### src/hw/rtl/ssd_pkg.sv
// Package for the seven-segment time display writer.
// Holds the command and bus-write word types, codes, segment table and small helpers.
// No dependencies.
package ssd_pkg;

	localparam logic [1:0] OP_DIGITS = 2'd0;
	localparam logic [1:0] OP_TIME   = 2'd1;
	localparam logic [1:0] OP_CTRL   = 2'd2;

	localparam logic [1:0] KIND_NONE   = 2'd0;
	localparam logic [1:0] KIND_DIGITS = 2'd1;
	localparam logic [1:0] KIND_CTRL   = 2'd2;

	localparam logic [7:0]  CTRL_ADDR   = 8'h48;
	localparam logic [7:0]  POINT_BIT   = 8'h80;
	localparam logic [18:0] MAX_SECONDS = 19'd359999;
	localparam logic [11:0] SEC_PER_HR  = 12'd3600;
	localparam logic [5:0]  SEC_PER_MIN = 6'd60;
	localparam logic [19:0] HR_RECIP    = 20'd596524;
	localparam logic [14:0] MIN_RECIP   = 15'd17477;
	localparam logic [7:0]  TEN_RECIP   = 8'd205;

	typedef struct packed {
		logic [1:0]  opcode;
		logic [3:0]  digit_0;
		logic [3:0]  digit_1;
		logic [3:0]  digit_2;
		logic [3:0]  digit_3;
		logic        point_on;
		logic [18:0] seconds;
		logic        power_on;
		logic [2:0]  brightness;
	} cmd_word_t;

	typedef struct packed {
		logic [7:0] bus_address;
		logic [7:0] bus_data;
		logic       last_write;
	} wr_word_t;

	typedef struct packed {
		logic [1:0]      kind;
		logic [3:0][7:0] bytes;
	} wr_set_t;

	function automatic logic [7:0] seg7(input logic [3:0] d);
		logic [7:0] s;
		case (d)
			4'h0: s = 8'h3f;
			4'h1: s = 8'h06;
			4'h2: s = 8'h5b;
			4'h3: s = 8'h4f;
			4'h4: s = 8'h66;
			4'h5: s = 8'h6d;
			4'h6: s = 8'h7d;
			4'h7: s = 8'h07;
			4'h8: s = 8'h7f;
			4'h9: s = 8'h6f;
			4'ha: s = 8'h77;
			4'hb: s = 8'h7c;
			4'hc: s = 8'h39;
			4'hd: s = 8'h5e;
			4'he: s = 8'h79;
			default: s = 8'h71;
		endcase
		return s;
	endfunction

	function automatic logic [7:0] digit_addr(input logic [1:0] idx);
		logic [7:0] a;
		case (idx)
			2'd0: a = 8'h68;
			2'd1: a = 8'h6a;
			2'd2: a = 8'h6c;
			default: a = 8'h6e;
		endcase
		return a;
	endfunction

	// tens digit of a value below 100
	function automatic logic [3:0] tens(input logic [6:0] v);
		logic [14:0] p;
		p = 15'(v) * 15'(TEN_RECIP);
		return p[14:11];
	endfunction

	function automatic logic [3:0] ones(input logic [6:0] v);
		logic [6:0] t;
		t = 7'(tens(v)) * 7'd10;
		return 4'(v - t);
	endfunction

endpackage

### src/hw/rtl/ssd_serializer.sv
// Write serializer: takes one prepared set of bytes and emits its bus writes one per cycle while wr_stall is low.
// Depends on ssd_pkg.
module ssd_serializer (
	input  logic              clk,
	input  logic              arst_n,
	input  logic              set_valid,
	input  ssd_pkg::wr_set_t  set,
	output logic              set_ready,
	output logic              wr_valid,
	input  logic              wr_stall,
	output ssd_pkg::wr_word_t wr
);
	import ssd_pkg::*;

	logic            busy_q;
	logic            ctrl_q;
	logic [1:0]      idx_q;
	logic [3:0][7:0] bytes_q;
	logic            last;
	logic            take;

	assign last      = ctrl_q || (idx_q == 2'd3);
	assign set_ready = !busy_q || (!wr_stall && last);
	assign take      = set_valid && set_ready;

	assign wr_valid       = busy_q;
	assign wr.bus_address = ctrl_q ? CTRL_ADDR : digit_addr(idx_q);
	assign wr.bus_data    = bytes_q[idx_q];
	assign wr.last_write  = last;

	always_ff @(posedge clk or negedge arst_n) begin
		if (!arst_n) begin
			busy_q <= 1'b0;
			ctrl_q <= 1'b0;
			idx_q  <= 2'd0;
		end else if (take) begin
			busy_q <= (set.kind != KIND_NONE);
			ctrl_q <= (set.kind == KIND_CTRL);
			idx_q  <= 2'd0;
		end else if (busy_q && !wr_stall) begin
			if (last) begin
				busy_q <= 1'b0;
			end else begin
				idx_q <= idx_q + 2'd1;
			end
		end
	end

	always_ff @(posedge clk) begin
		if (take) begin
			bytes_q <= set.bytes;
		end
	end

endmodule

### src/hw/rtl/seven_segment_time_display_writer.sv
// Seven-segment time display writer, top level.
// Depends on ssd_pkg and ssd_serializer.
//
// Usage: each word on the cmd channel is one display command. Opcode 0 writes four
// hex digits, opcode 1 shows a count of seconds as MM:SS (below one hour) or HH:MM,
// opcode 2 writes the power/brightness control byte, opcode 3 gives nothing.
// Each word on the wr channel is one bus write: address byte, data byte and a
// last_write flag on the final write of a command.
// Both channels use valid/stall; a word moves when valid is high and stall is low.
// The first write of a command appears after it passes stages s1 to s6 and is taken into the serializer.
// One command per cycle enters the six-stage conversion pipeline while cmd_stall is low;
// the output serializer emits one write per cycle while wr_stall is low, and a digit
// command makes four writes and a control command one.
// When wr_stall is high the serializer holds its write, the pipeline fills and
// cmd_stall rises once every stage holds a word; nothing is lost or repeated.
// Reset clears all valid bits and the serializer; no clearing pass is needed.
module seven_segment_time_display_writer (
	input  logic               clk,
	input  logic               arst_n,
	input  logic               cmd_valid,
	output logic               cmd_stall,
	input  ssd_pkg::cmd_word_t cmd,
	output logic               wr_valid,
	input  logic               wr_stall,
	output ssd_pkg::wr_word_t  wr
);
	import ssd_pkg::*;

	logic v_s1, v_s2, v_s3, v_s4, v_s5, v_s6;
	logic rdy_s1, rdy_s2, rdy_s3, rdy_s4, rdy_s5, rdy_s6;
	logic ser_ready;

	cmd_word_t word_s1, word_s2, word_s3, word_s4, word_s5;
	logic [18:0] t_s1, t_s2;
	logic [6:0]  hr_s2, hr_s3, hr_s4, hr_s5;
	logic [11:0] rem_s3, rem_s4;
	logic [5:0]  mn_s4, mn_s5;
	logic [5:0]  sc_s5;
	wr_set_t     set_s6;

	logic [38:0] hr_prod;
	logic [18:0] hr_sec;
	logic [26:0] mn_prod;
	logic [11:0] mn_sec;
	logic [3:0]  tdig [4];
	wr_set_t     set_d;

	assign rdy_s6 = !v_s6 || ser_ready;
	assign rdy_s5 = !v_s5 || rdy_s6;
	assign rdy_s4 = !v_s4 || rdy_s5;
	assign rdy_s3 = !v_s3 || rdy_s4;
	assign rdy_s2 = !v_s2 || rdy_s3;
	assign rdy_s1 = !v_s1 || rdy_s2;
	assign cmd_stall = !rdy_s1;

	assign hr_prod = 39'(t_s1) * 39'(HR_RECIP);
	assign hr_sec  = 19'(hr_s2) * 19'(SEC_PER_HR);
	assign mn_prod = 27'(rem_s3) * 27'(MIN_RECIP);
	assign mn_sec  = 12'(mn_s4) * 12'(SEC_PER_MIN);

	always_comb begin
		if (hr_s5 == 7'd0) begin
			tdig[0] = tens(7'(mn_s5));
			tdig[1] = ones(7'(mn_s5));
			tdig[2] = tens(7'(sc_s5));
			tdig[3] = ones(7'(sc_s5));
		end else begin
			tdig[0] = tens(hr_s5);
			tdig[1] = ones(hr_s5);
			tdig[2] = tens(7'(mn_s5));
			tdig[3] = ones(7'(mn_s5));
		end
		set_d.kind  = KIND_NONE;
		set_d.bytes = '0;
		case (word_s5.opcode)
			OP_DIGITS: begin
				set_d.kind     = KIND_DIGITS;
				set_d.bytes[0] = seg7(word_s5.digit_0) | (word_s5.point_on ? POINT_BIT : 8'h00);
				set_d.bytes[1] = seg7(word_s5.digit_1) | (word_s5.point_on ? POINT_BIT : 8'h00);
				set_d.bytes[2] = seg7(word_s5.digit_2) | (word_s5.point_on ? POINT_BIT : 8'h00);
				set_d.bytes[3] = seg7(word_s5.digit_3) | (word_s5.point_on ? POINT_BIT : 8'h00);
			end
			OP_TIME: begin
				set_d.kind     = KIND_DIGITS;
				set_d.bytes[0] = seg7(tdig[0]) | POINT_BIT;
				set_d.bytes[1] = seg7(tdig[1]) | POINT_BIT;
				set_d.bytes[2] = seg7(tdig[2]) | POINT_BIT;
				set_d.bytes[3] = seg7(tdig[3]) | POINT_BIT;
			end
			OP_CTRL: begin
				set_d.kind     = KIND_CTRL;
				set_d.bytes[0] = {1'b0, word_s5.brightness, 3'b000, word_s5.power_on};
			end
			default: begin
				set_d.kind = KIND_NONE;
			end
		endcase
	end

	always_ff @(posedge clk or negedge arst_n) begin
		if (!arst_n) begin
			v_s1 <= 1'b0;
			v_s2 <= 1'b0;
			v_s3 <= 1'b0;
			v_s4 <= 1'b0;
			v_s5 <= 1'b0;
			v_s6 <= 1'b0;
		end else begin
			if (rdy_s1) v_s1 <= cmd_valid;
			if (rdy_s2) v_s2 <= v_s1;
			if (rdy_s3) v_s3 <= v_s2;
			if (rdy_s4) v_s4 <= v_s3;
			if (rdy_s5) v_s5 <= v_s4;
			if (rdy_s6) v_s6 <= v_s5;
		end
	end

	always_ff @(posedge clk) begin
		if (rdy_s1 && cmd_valid) begin
			word_s1 <= cmd;
			t_s1    <= (cmd.seconds > MAX_SECONDS) ? MAX_SECONDS : cmd.seconds;
		end
		if (rdy_s2 && v_s1) begin
			word_s2 <= word_s1;
			t_s2    <= t_s1;
			hr_s2   <= hr_prod[37:31];
		end
		if (rdy_s3 && v_s2) begin
			word_s3 <= word_s2;
			hr_s3   <= hr_s2;
			rem_s3  <= 12'(t_s2 - hr_sec);
		end
		if (rdy_s4 && v_s3) begin
			word_s4 <= word_s3;
			hr_s4   <= hr_s3;
			rem_s4  <= rem_s3;
			mn_s4   <= mn_prod[25:20];
		end
		if (rdy_s5 && v_s4) begin
			word_s5 <= word_s4;
			hr_s5   <= hr_s4;
			mn_s5   <= mn_s4;
			sc_s5   <= 6'(rem_s4 - mn_sec);
		end
		if (rdy_s6 && v_s5) begin
			set_s6 <= set_d;
		end
	end

	ssd_serializer u_ser (
		.clk       (clk),
		.arst_n    (arst_n),
		.set_valid (v_s6),
		.set       (set_s6),
		.set_ready (ser_ready),
		.wr_valid  (wr_valid),
		.wr_stall  (wr_stall),
		.wr        (wr)
	);

`ifndef NO_ASSERTIONS
	a_ctrl_last : assert property (@(posedge clk) disable iff (!arst_n)
		wr_valid && wr.bus_address == CTRL_ADDR |-> wr.last_write)
		else $error("control write not marked last");

	a_digit_last : assert property (@(posedge clk) disable iff (!arst_n)
		wr_valid && wr.last_write && wr.bus_address != CTRL_ADDR |-> wr.bus_address == 8'h6e)
		else $error("digit sequence ended early");

	a_stall_full : assert property (@(posedge clk) disable iff (!arst_n)
		cmd_stall |-> v_s1 && v_s2 && v_s3 && v_s4 && v_s5 && v_s6)
		else $error("input stalled with a free pipeline slot");
`endif

endmodule
### config.mk
export PLATFORM = sky130hd
export DESIGN_NAME = seven_segment_time_display_writer
export DESIGN_NICKNAME = d
export VERILOG_FILES = /design/src/hw/rtl/ssd_pkg.sv /design/src/hw/rtl/ssd_serializer.sv /design/src/hw/rtl/seven_segment_time_display_writer.sv
export SDC_FILE = /design/constraint.sdc
export NUM_CORES = 1
export LEC_CHECK = 0
export ABC_CLOCK_PERIOD_IN_PS = 6750
export BUFFER_PORTS_ARGS = -buffer_cell sky130_fd_sc_hd__buf_2
export CAP_MARGIN = 30
export CELL_PAD_IN_SITES_DETAIL_PLACEMENT = 1
export CELL_PAD_IN_SITES_GLOBAL_PLACEMENT = 2
export CORE_UTILIZATION = 41
export CTS_CLUSTER_DIAMETER = 150
export DETAILED_ROUTE_END_ITERATION = 10
export PLACE_DENSITY_LB_ADDON = 0.05
export SYNTH_ARGS = -nofsm -noshare
export SYNTH_HDL_FRONTEND = slang
export SYNTH_SLANG_ARGS = --single-unit
### constraint.sdc
create_clock -name clk -period 6.75 [get_ports clk]
set_input_delay 0 -clock clk [delete_from_list [all_inputs] [get_ports clk]]
set_output_delay 0 -clock clk [all_outputs]
set_load 0.01 [all_outputs]
# Word level (Yosys, flattened, before mapping)
# Memory sizes are Yosys's and may differ from the RTL's. A register that Yosys moved wholly into a read port is not among the register bits.
# Index checks and enable logic that the tools add are counted.
classes:
  add_sub_neg: 6
  n_mul: 10
  n_lt_le_gt_ge: 2
  n_eq_ne: 7
  n_mux: 23
  bitwise: 4
  reduce_logical: 35
op_table:
  columns: ["operator", "count"]
  rows:
  - ["8-bit 2-to-1 mux", 6]
  - ["24-bit one-hot mux with 2 select lines", 1]
  - ["19-bit by 18-bit multiplier with 36-bit output (second input constant)", 1]
  - ["8-bit OR", 4]
  - ["6-bit by 8-bit multiplier with 14-bit output (second input constant)", 2]
  - ["12-bit by 15-bit multiplier with 26-bit output (second input constant)", 1]
  - ["8-bit one-hot mux with 3 select lines", 1]
  - ["19-bit greater-than comparator (second input constant)", 1]
  - ["8-bit binary-select mux with 2-bit select", 1]
  - ["16-bit 2-to-1 mux", 1]
  - ["4-bit 2-to-1 mux", 4]
  - ["7-bit by 8-bit multiplier with 15-bit output (second input constant)", 1]
  - ["12-bit subtractor", 1]
  - ["4-bit subtractor", 3]
  - ["1-bit logical AND", 9]
  - ["1-bit logical NOT", 9]
  - ["3-bit one-hot mux with 3 select lines", 1]
  - ["2-bit == test (second input constant)", 4]
  - ["1-bit logical OR", 8]
  - ["7-bit by 8-bit multiplier with 8-bit output (second input constant)", 1]
  - ["7-bit logical NOT", 1]
  - ["3-bit by 3-bit multiplier with 3-bit output (second input constant)", 2]
  - ["6-bit by 4-bit multiplier with 4-bit output (second input constant)", 1]
  - ["2-bit 2-to-1 mux", 3]
  - ["13 further kinds", 20]
word_totals:
  regBits: 286
  romBits: 896
  input_bits: 46
  output_inout_bits: 19
  wordCells: 164
  mem_count: 8
mem_list:
  columns: ["name", "words", "width", "rd", "rd_clocked_by_memory_dff", "write_ports", "line", "text"]
  rows:
  - ["(no name shown)", 16, 7, 1, 1, 0, "ssd_pkg.sv:48", "case (d)"]
  - ["(no name shown)", 16, 7, 1, 1, 0, "ssd_pkg.sv:48", null]
  - ["(no name shown)", 16, 7, 1, 1, 0, "ssd_pkg.sv:48", null]
  - ["(no name shown)", 16, 7, 1, 1, 0, "ssd_pkg.sv:48", null]
  - ["(no name shown)", 16, 7, 1, 0, 0, "ssd_pkg.sv:48", null]
  - ["(no name shown)", 16, 7, 1, 0, 0, "ssd_pkg.sv:48", null]
  - ["+2 memories", null, null, null, null, null, null, null]

# Longest topological paths before layout
# Gate-level depths: netlist (run 1).
logic_depth:
  ltp_word: 11
  mapped_depth: 24
  depth_no_buf: 24

# Cells and area by module
# From an unflattened synthesis (run 1), not the netlist that was laid out.
hier_totals:
  cells_unflattened: 1705
  area_unflattened_um2: 21242.9
modules_own_cells:
  columns: ["mod", "instances", "cells_per_inst", "area_per_inst_um2", "seq_area_each_um2"]
  rows:
  - ["seven_segment_time_display_writer", 1, 1623, 19756.4, 7977.7]
  - ["ssd_serializer", 1, 82, 1486.4, 1061.0]

# Worst setup path after synthesis (run 1)
# Ideal clock, no wire load.
synth_timing:
  kind: "register -> register"
  start: "register hr_s5[4]"
  end: "register set_s6[10] in the netlist's numbering, data pin"
  setup_ns: 0.257
  arrival_time_ns: 5.487
  required_ns: 6.493
  slack_ns: 1.006
  path_stages_with_launch: 24
  path_buffers: 0
  period_less_slack_ns: 5.744
  cell_sequence: "edfxtp_1 > ha_1 > ha_1 > fa_1 > inv_1 > fa_1 > inv_1 > ha_1 > a21oi_1 > a211o_1 > nand2_1 > o21ai_0 > and2_1 > ha_1 > inv_1 > fa_1 > xnor2_1 > nor3b_1 > a221oi_1 > nand3_2 > xor2_2 > mux2i_4 > or3_1 > a32o_1"
synth_rtl:
  columns: ["item", "line", "text"]
  rows:
  - ["start: declaration", "seven_segment_time_display_writer.sv:35", "logic [6:0] hr_s2, hr_s3, hr_s4, hr_s5;"]
  - ["start signal: assignment", "seven_segment_time_display_writer.sv:141", "hr_s5 <= hr_s4;"]
  - ["end signal: assignment", "seven_segment_time_display_writer.sv:146", "set_s6 <= set_d;"]
  - ["end: declaration", "seven_segment_time_display_writer.sv:39", "wr_set_t set_s6;"]

==> results.cfg, run 1 <==
[synthesis]
synth-edff-count = 272
ys.flop_type = edfxtp_1
synth.avg_cell_area_um2 = 12.43
yosys_warnings = 0
synth_area_um2 = 21520
ys_seq_elements = 310
yosysSeqAreaShare_pct = 41.72
syn_inst = 1732
ys_types = 82
synthArstFlopShare_pct = 3.226

[worst_setup_path]
cp-end-kind = flip-flop
cpPeakStageDelay_ns = 0.56
crit_path_top_delay_cell = edfxtp_1
cp_cell_sequence = inv_1, ha_1, ha_1, inv_1, fa_1, fa_1, inv_1, ha_1, a21oi_1, a211o_1, nand2_1, o21ai_0, and2_1, ha_1, inv_1, fa_1, xnor2_2, nor3b_1, a221oi_1, nand3_2, xor2_2, mux2i_4, mux2_4, a311oi_2
startpoint = hr_s5[3]$_DFFE_PP_
crit_buf_inv = 4
cp-start-kind = flip-flop
worst-path-max-fanout = 10
r2r_start = hr_s5[3]$_DFFE_PP_
criticalPathCategory = flip-flop to flip-flop
arrival_ns = 6.74
required_ns = 7.13
cp_top_family = adder cells

[detailed_routing]
via_count = 13033
firstDrtPassIters = 5
post_drt_wl_per_cell_um = 19.39
drc = 0
ant_nets = 0
vias_per_cell = 5.063
first_iter_violations = 643
wirelength_um = 49910

[die]
die_y_um = 231.1
die_area_um2 = 53410
die_w_um = 231.1
num_io_pins = 65
initial_utilization_pct = 41.70
fp.coreArea_um2 = 51610
rows = 83

[grt]
grt_util_all_layers_pct = 19.67
grt_pass1_wl_um = 80570
antenna_found_initial = 1
grt_max_degree = 43
grt_pass1_vias = 14291
gr-total-overflow = 0

[min_path]
min_path_type = primary input to flip-flop
hold_start = cmd[36]

[placed_design]
io_buffers = 59
gp_congestion = 0.8258
dpl.hpwl_um = 39190

[timing]
setup-tns-final_ns = 0
clock_skew_ns = 0.02666
slew-limit-headroom_pct = 34.23
period_share_pct = 94.13
slew_viol_final = 0
min_period_ns = 6.354
setup_viol = 0
rsz0062_at_grt = false
fmax_mhz = 157.4
tightestPinTransition_ns = 0.9592
hold_violations = 0

[flow_run]
cap_violations = 0

[cts]
clk_pin_slew_ns = 0.06
h-tree-depth = 2
cts_tree = built
insertion_delay_ns = 0.57
cts.sinks = 310
clockBufferDepth = 3
numCtsBuffers = 38
root_buffer = clkbuf_16

[layout]
num_antenna_cells = 0
final_layout_size_suffix_gt1_share_pct = 10.67
mostFrequentLayoutCells = ha_1, inv_1, edfxtp_1
final_common_cell = ha_1
area_growth_syn_to_layout_pct = 13.34
layout.nets = 2400

[run_status]
status = finished, final reports clean
-- repair_timing --
item,in CTS,in global routing
endpoints found under the hold margin,57,0
buffers inserted,0,0
resized for setup,0,1
hold buffers,46,0
endpoints found under the setup margin,0,2
-- synthesized netlist by cell type (5+ instances only) --
| cell type | number | area (um2) |
|---|---|---|
| a211o_1 | 5 | 43.79 |
| a21o_1 | 24 | 180.2 |
| a21oi_1 | 42 | 210.2 |
| a221oi_1 | 7 | 61.31 |
| a22o_1 | 8 | 70.07 |
| a22oi_1 | 6 | 45.04 |
| a31oi_1 | 15 | 93.84 |
| a32o_1 | 5 | 50.05 |
| and2_1 | 11 | 68.82 |
| and3_1 | 7 | 43.79 |
| buf_2 | 7 | 35.03 |
| buf_4 | 8 | 60.06 |
| clkbuf_1 | 19 | 71.32 |
| dfrtp_1 | 10 | 250.2 |
| dfxtp_1 | 28 | 560.5 |
| edfxtp_1 | 272 | 8168 |
| fa_1 | 123 | 2462 |
| ha_1 | 367 | 4592 |
| inv_1 | 322 | 1209 |
| mux2_2 | 12 | 135.1 |
| mux2i_1 | 35 | 350.3 |
| mux4_2 | 11 | 247.7 |
| nand2_1 | 60 | 225.2 |
| nand2b_1 | 13 | 81.33 |
| nand3_1 | 15 | 75.07 |
| nand3b_1 | 5 | 37.54 |
| nand4_1 | 10 | 62.56 |
| nor2_1 | 43 | 161.4 |
| nor2b_1 | 19 | 118.9 |
| nor3_1 | 15 | 75.07 |
| o211ai_1 | 6 | 45.04 |
| o21a_1 | 8 | 60.06 |
| o21ai_0 | 32 | 160.2 |
| o22a_1 | 9 | 78.83 |
| or2_2 | 19 | 118.9 |
| xnor2_1 | 34 | 297.8 |
| xor2_1 | 12 | 105.1 |
-- path summary, 6_finish.rpt --
| kind | end | cells after the start | slack [ns] |
|---|---|---|---|
| worst max-delay path | set_s6[11]$_DFFE_PP_ | 24 | 0.40 |
| worst min-delay path | word_s1[36]$_DFFE_PP_ | 2 | 0.15 |
| worst max register to register | set_s6[11]$_DFFE_PP_ | 24 | 0.40 |
| worst min register to register | sc_s5[0]$_DFFE_PP_ | 0 | 0.41 |
| max in group asynchronous | v_s6$_DFFE_PN0P_ | 3 | 5.85 |
| min in group asynchronous | v_s3$_DFFE_PN0P_ | 3 | 0.53 |
-- cell families after synthesis --
family / count (synthesis) / share of synthesized area (%)
adders and majority gates: 490 / 32.78
buffers and inverters: 357 / 6.407
DFF: 310 / 41.72
and+or+nand+nor: 242 / 5.860
AOI/OAI and AO/OA: 219 / 7.267
muxes: 61 / 3.651
xor gates and xnor gates: 51 / 2.279
other: 2 / 0.03490
-- flip-flops by register name, indices dropped and copies added (netlist names), 12 cells and up, named ones only --
name and count:
set_s6 32, u_ser.bytes_q 30, word_s1 23, word_s2 23, word_s3 23, word_s4 23, word_s5 23, t_s1 19
rem_s3 12, t_s2 12
-- worst reg2reg max path: cells and delay by family, from the launching register on --
family | cells | cell delay (ns)
buffers and inverters | 4 | 0.24
adder cells (fa/ha/maj) | 7 | 2.34
AND/OR/NAND/NOR | 4 | 0.57
multiplexers | 2 | 0.71
XOR/XNOR | 2 | 0.48
AO/OA/AOI/OAI | 5 | 1.30
flip-flops | 1 | 0.56
-- layer usage --
metal / vias to the layer above / GRT usage (%) / wire length [um]
met5: - / 0 / 0
met4: 0 / 4.884 / 1037
met3: 53 / 2.633 / 1324
met2: 147 / 30.93 / 22460
met1: 6533 / 28.59 / 25080
li1: 6300 / - / -
-- metrics by stage --
stage	instances	instance area [um2]	utilization (%)	setup slack [ns]	hold WS, ns
CTS	2573	24380	47.23	0.2641	0.1076
finish	2574	24390	47.26	0.3963	0.1525
global route	2574	24390	47.26	0.04813	0.1285
global placement	2452	22630	43.85	0.5450	-0.1202
floorplan	1735	21530	-	1.006	-0.2956
detailed placement	2457	22710	43.99	0.2867	-0.1056
-- area by class of cell --
type | count | area [um2]
fill | 5356 | 27220
multi-input combinational | 1068 | 11210
sequential | 310 | 8979
inverter | 322 | 1209
clock buffer | 45 | 977.2
timing repair buffer | 124 | 935.9
tap | 680 | 850.8
clock inverter | 25 | 232.7
Power of run 1 is left out: the tool's default activity adds up to more than one toggle a clock period on the data nets, which glitch-free logic cannot reach.
==> inputs of run 2 (changes only) <==
- ABC_AREA: not set -> 1
==> run 2 against run 1 <==
  * Non-clock buffer count down 9
  * Count of clock-buffer cells in the layout rose by 2
  * Critical endpoint is now set_s6[13]$_DFFE_PP_
  * Wire length rose by 4.2%
  * Die area up 3.4%
  * Via count increased by 13%
  * Register-to-register slack gained 1.1 ns
  * Clock skew fell by 0.0070 ns
  * Cell count is 17% higher
==> results.cfg, run 2 <==
[worst_setup_path]
cp-start-kind = flip-flop
arrival_ns = 5.59
worst-path-max-fanout = 10
cp_cell_sequence = inv_1, ha_1, ha_1, or2_2, fa_1, ha_1, ha_1, nand2_1, nand2_1, a31oi_1, nand2_1, nand2_1, nand2_1, inv_1, ha_1, inv_1, fa_1, or2_2, o21ai_4, inv_1, o21ai_0, nand3_1, nand3_1, nand2_1
cp-end-kind = flip-flop
criticalPathCategory = flip-flop to flip-flop
cpPeakStageDelay_ns = 0.51
crit_path_frequent_cell = nand2_1
required_ns = 7.04
crit_path_top_delay_cell = edfxtp_1
crit_buf_inv = 4
cp_top_family = adder cells

[detailed_routing]
via_count = 14679
ant_nets = 0
wirelength_um = 52020
firstDrtPassIters = 4
first_iter_violations = 502
drc = 0
post_drt_wl_per_cell_um = 17.28
vias_per_cell = 4.875

[grt]
grt_util_all_layers_pct = 19.45
grt_pass1_vias = 15859
antenna_found_initial = 0
grt_max_degree = 51
grt_pass1_wl_um = 84410
gr-total-overflow = 0

[die]
fp.coreArea_um2 = 53710
num_io_pins = 65
initial_utilization_pct = 41.43
die_y_um = 235.0
rows = 85
die_area_um2 = 55200
die_w_um = 235.0

[timing]
min_period_ns = 5.300
hold_violations = 0
hold_slack_ns = 0.1537
slew_viol_final = 0
slew-limit-headroom_pct = 50.23
clock_skew_ns = 0.01965
fmax_mhz = 188.7
setup_viol = 0
rsz0062_at_grt = false
period_share_pct = 78.52
setup-tns-final_ns = 0
tightestPinTransition_ns = 0.7440
worst_slack_ns = 1.450

[synthesis]
syn_inst = 2152
synth_area_um2 = 22250
synth_top_area_share_pct = 36.71
ys.flop_type = edfxtp_1
yosys_warnings = 0
synth_area_leaders = edfxtp_1, ha_1, fa_1, inv_1, nand2_1
synthArstFlopShare_pct = 3.226
ys_seq_elements = 310
synth-edff-count = 272
synth_most_common_cell = inv_1
yosys-top-cells-count = inv_1, ha_1, nand2_1
ys_types = 55
yosysTopAreaCell = edfxtp_1
synth.avg_cell_area_um2 = 10.34
yosysSeqAreaShare_pct = 40.36

[placed_design]
place_ws_ns = 1.431
gp_congestion = 0.8413
io_buffers = 59
dpl.hpwl_um = 42090

[layout]
area_growth_syn_to_layout_pct = 12.73
nFillCells = 5908
largest_reg_flops = 32
final_layout_size_suffix_gt1_share_pct = 8.855
num_antenna_cells = 0
final_common_cell = inv_1
multi_input_area_um2 = 11530
layout.nets = 2823
seqCellArea_um2 = 8979
largest-register = set_s6
reg.largest.list = set_s6: 32 flops, u_ser.bytes_q: 30 flops
mostFrequentLayoutCells = inv_1, ha_1, nand2_1

[flow_run]
cap_violations = 0

[cts]
root_buffer = clkbuf_16
cts.sinks = 310
cts-resized-gates = 0
clockBufferDepth = 3
cts_tree = built
insertion_delay_ns = 0.56
h-tree-depth = 2
numCtsBuffers = 37
post_cts_buffers = 0
clk_pin_slew_ns = 0.06

[run_status]
status = finished, final reports clean

[min_path]
min_path_type = primary input to flip-flop
[run 2: cell count changes after synthesis, sizes merged, moves of 19 or more]
cell / delta
o21ai: +75
mux2i: -36
nand3: +90
nand2: +267
inv: +111
nor2b: -19
nor2: +94
xnor2: -21
[run 2: kinds of logic (layout without fill, tap and decap cells)]
family | count (synthesis) | count (layout) | share of synthesized area [%]
and+or+nand+nor | 638 | 638 | 12.47
adders and majority gates | 490 | 490 | 31.71
buffers and inverters | 455 | 615 | 7.963
DFF | 310 | 310 | 40.36
AOI/OAI and AO/OA | 220 | 220 | 6.017
xor gates and xnor gates | 37 | 37 | 1.457
other | 2 | 5 | 0.03375
[run 2: layer usage]
layer  up-vias  wire length (um)  share of wire, %  global-route usage (%)
met3        57              1234               2.4                   2.350
met2       152             25100                48                   33.44
met5         -                 0                 0                       0
met1      7114             24530                47                   25.96
met4         0              1160               2.2                   4.944
li1       7356                 -                 -                       -
[run 2: final cells by class]
class | count | share of cell area (%)
clock buffers | 47 | 4.001
well taps | 696 | 3.472
clock inverters | 20 | 0.8780
inverters | 433 | 6.540
flip-flops and latches | 310 | 35.80
repair buffers | 115 | 3.328
multi-input cells | 1390 | 45.98
[run 2: final timing paths]
kind	from	to	slack, ns	cells after the start
hold reg to reg	set_s6[3]$_DFFE_PP_	u_ser.bytes_q[3]$_DFFE_PP_	0.41	0
setup reg to reg	hr_s5[2]$_DFFE_PP_	set_s6[13]$_DFFE_PP_	1.45	24
min in group asynchronous	arst_n	v_s5$_DFFE_PN0P_	0.63	3
hold / removal	cmd[24]	word_s1[24]$_DFFE_PP_	0.15	2
max in group asynchronous	arst_n	u_ser.idx_q[1]$_DFFE_PN0P_	5.65	3
setup / recovery	hr_s5[2]$_DFFE_PP_	set_s6[13]$_DFFE_PP_	1.45	24
[run 2: metrics by stage]
| stage | cells | utilization [%] | cell area [um2] |
|---|---|---|---|
| 4_1_cts | 3010 | 46.68 | 25070 |
| 5_1_grt | 3011 | 46.70 | 25080 |
| 6_report | 3011 | 46.70 | 25080 |
| 3_5_place_dp | 2897 | 43.54 | 23380 |
| 2_1_floorplan | 2155 | - | 22260 |
| 3_3_place_gp | 2897 | 43.54 | 23380 |
[run 2: what timing repair did]
action / 4_1_cts / 5_1_grt
hold buffers: 46 / 0
endpoints found under the setup margin: 0 / 0
hold endpoints to repair: 57 / 0
Power of run 2 is left out for the same reason.
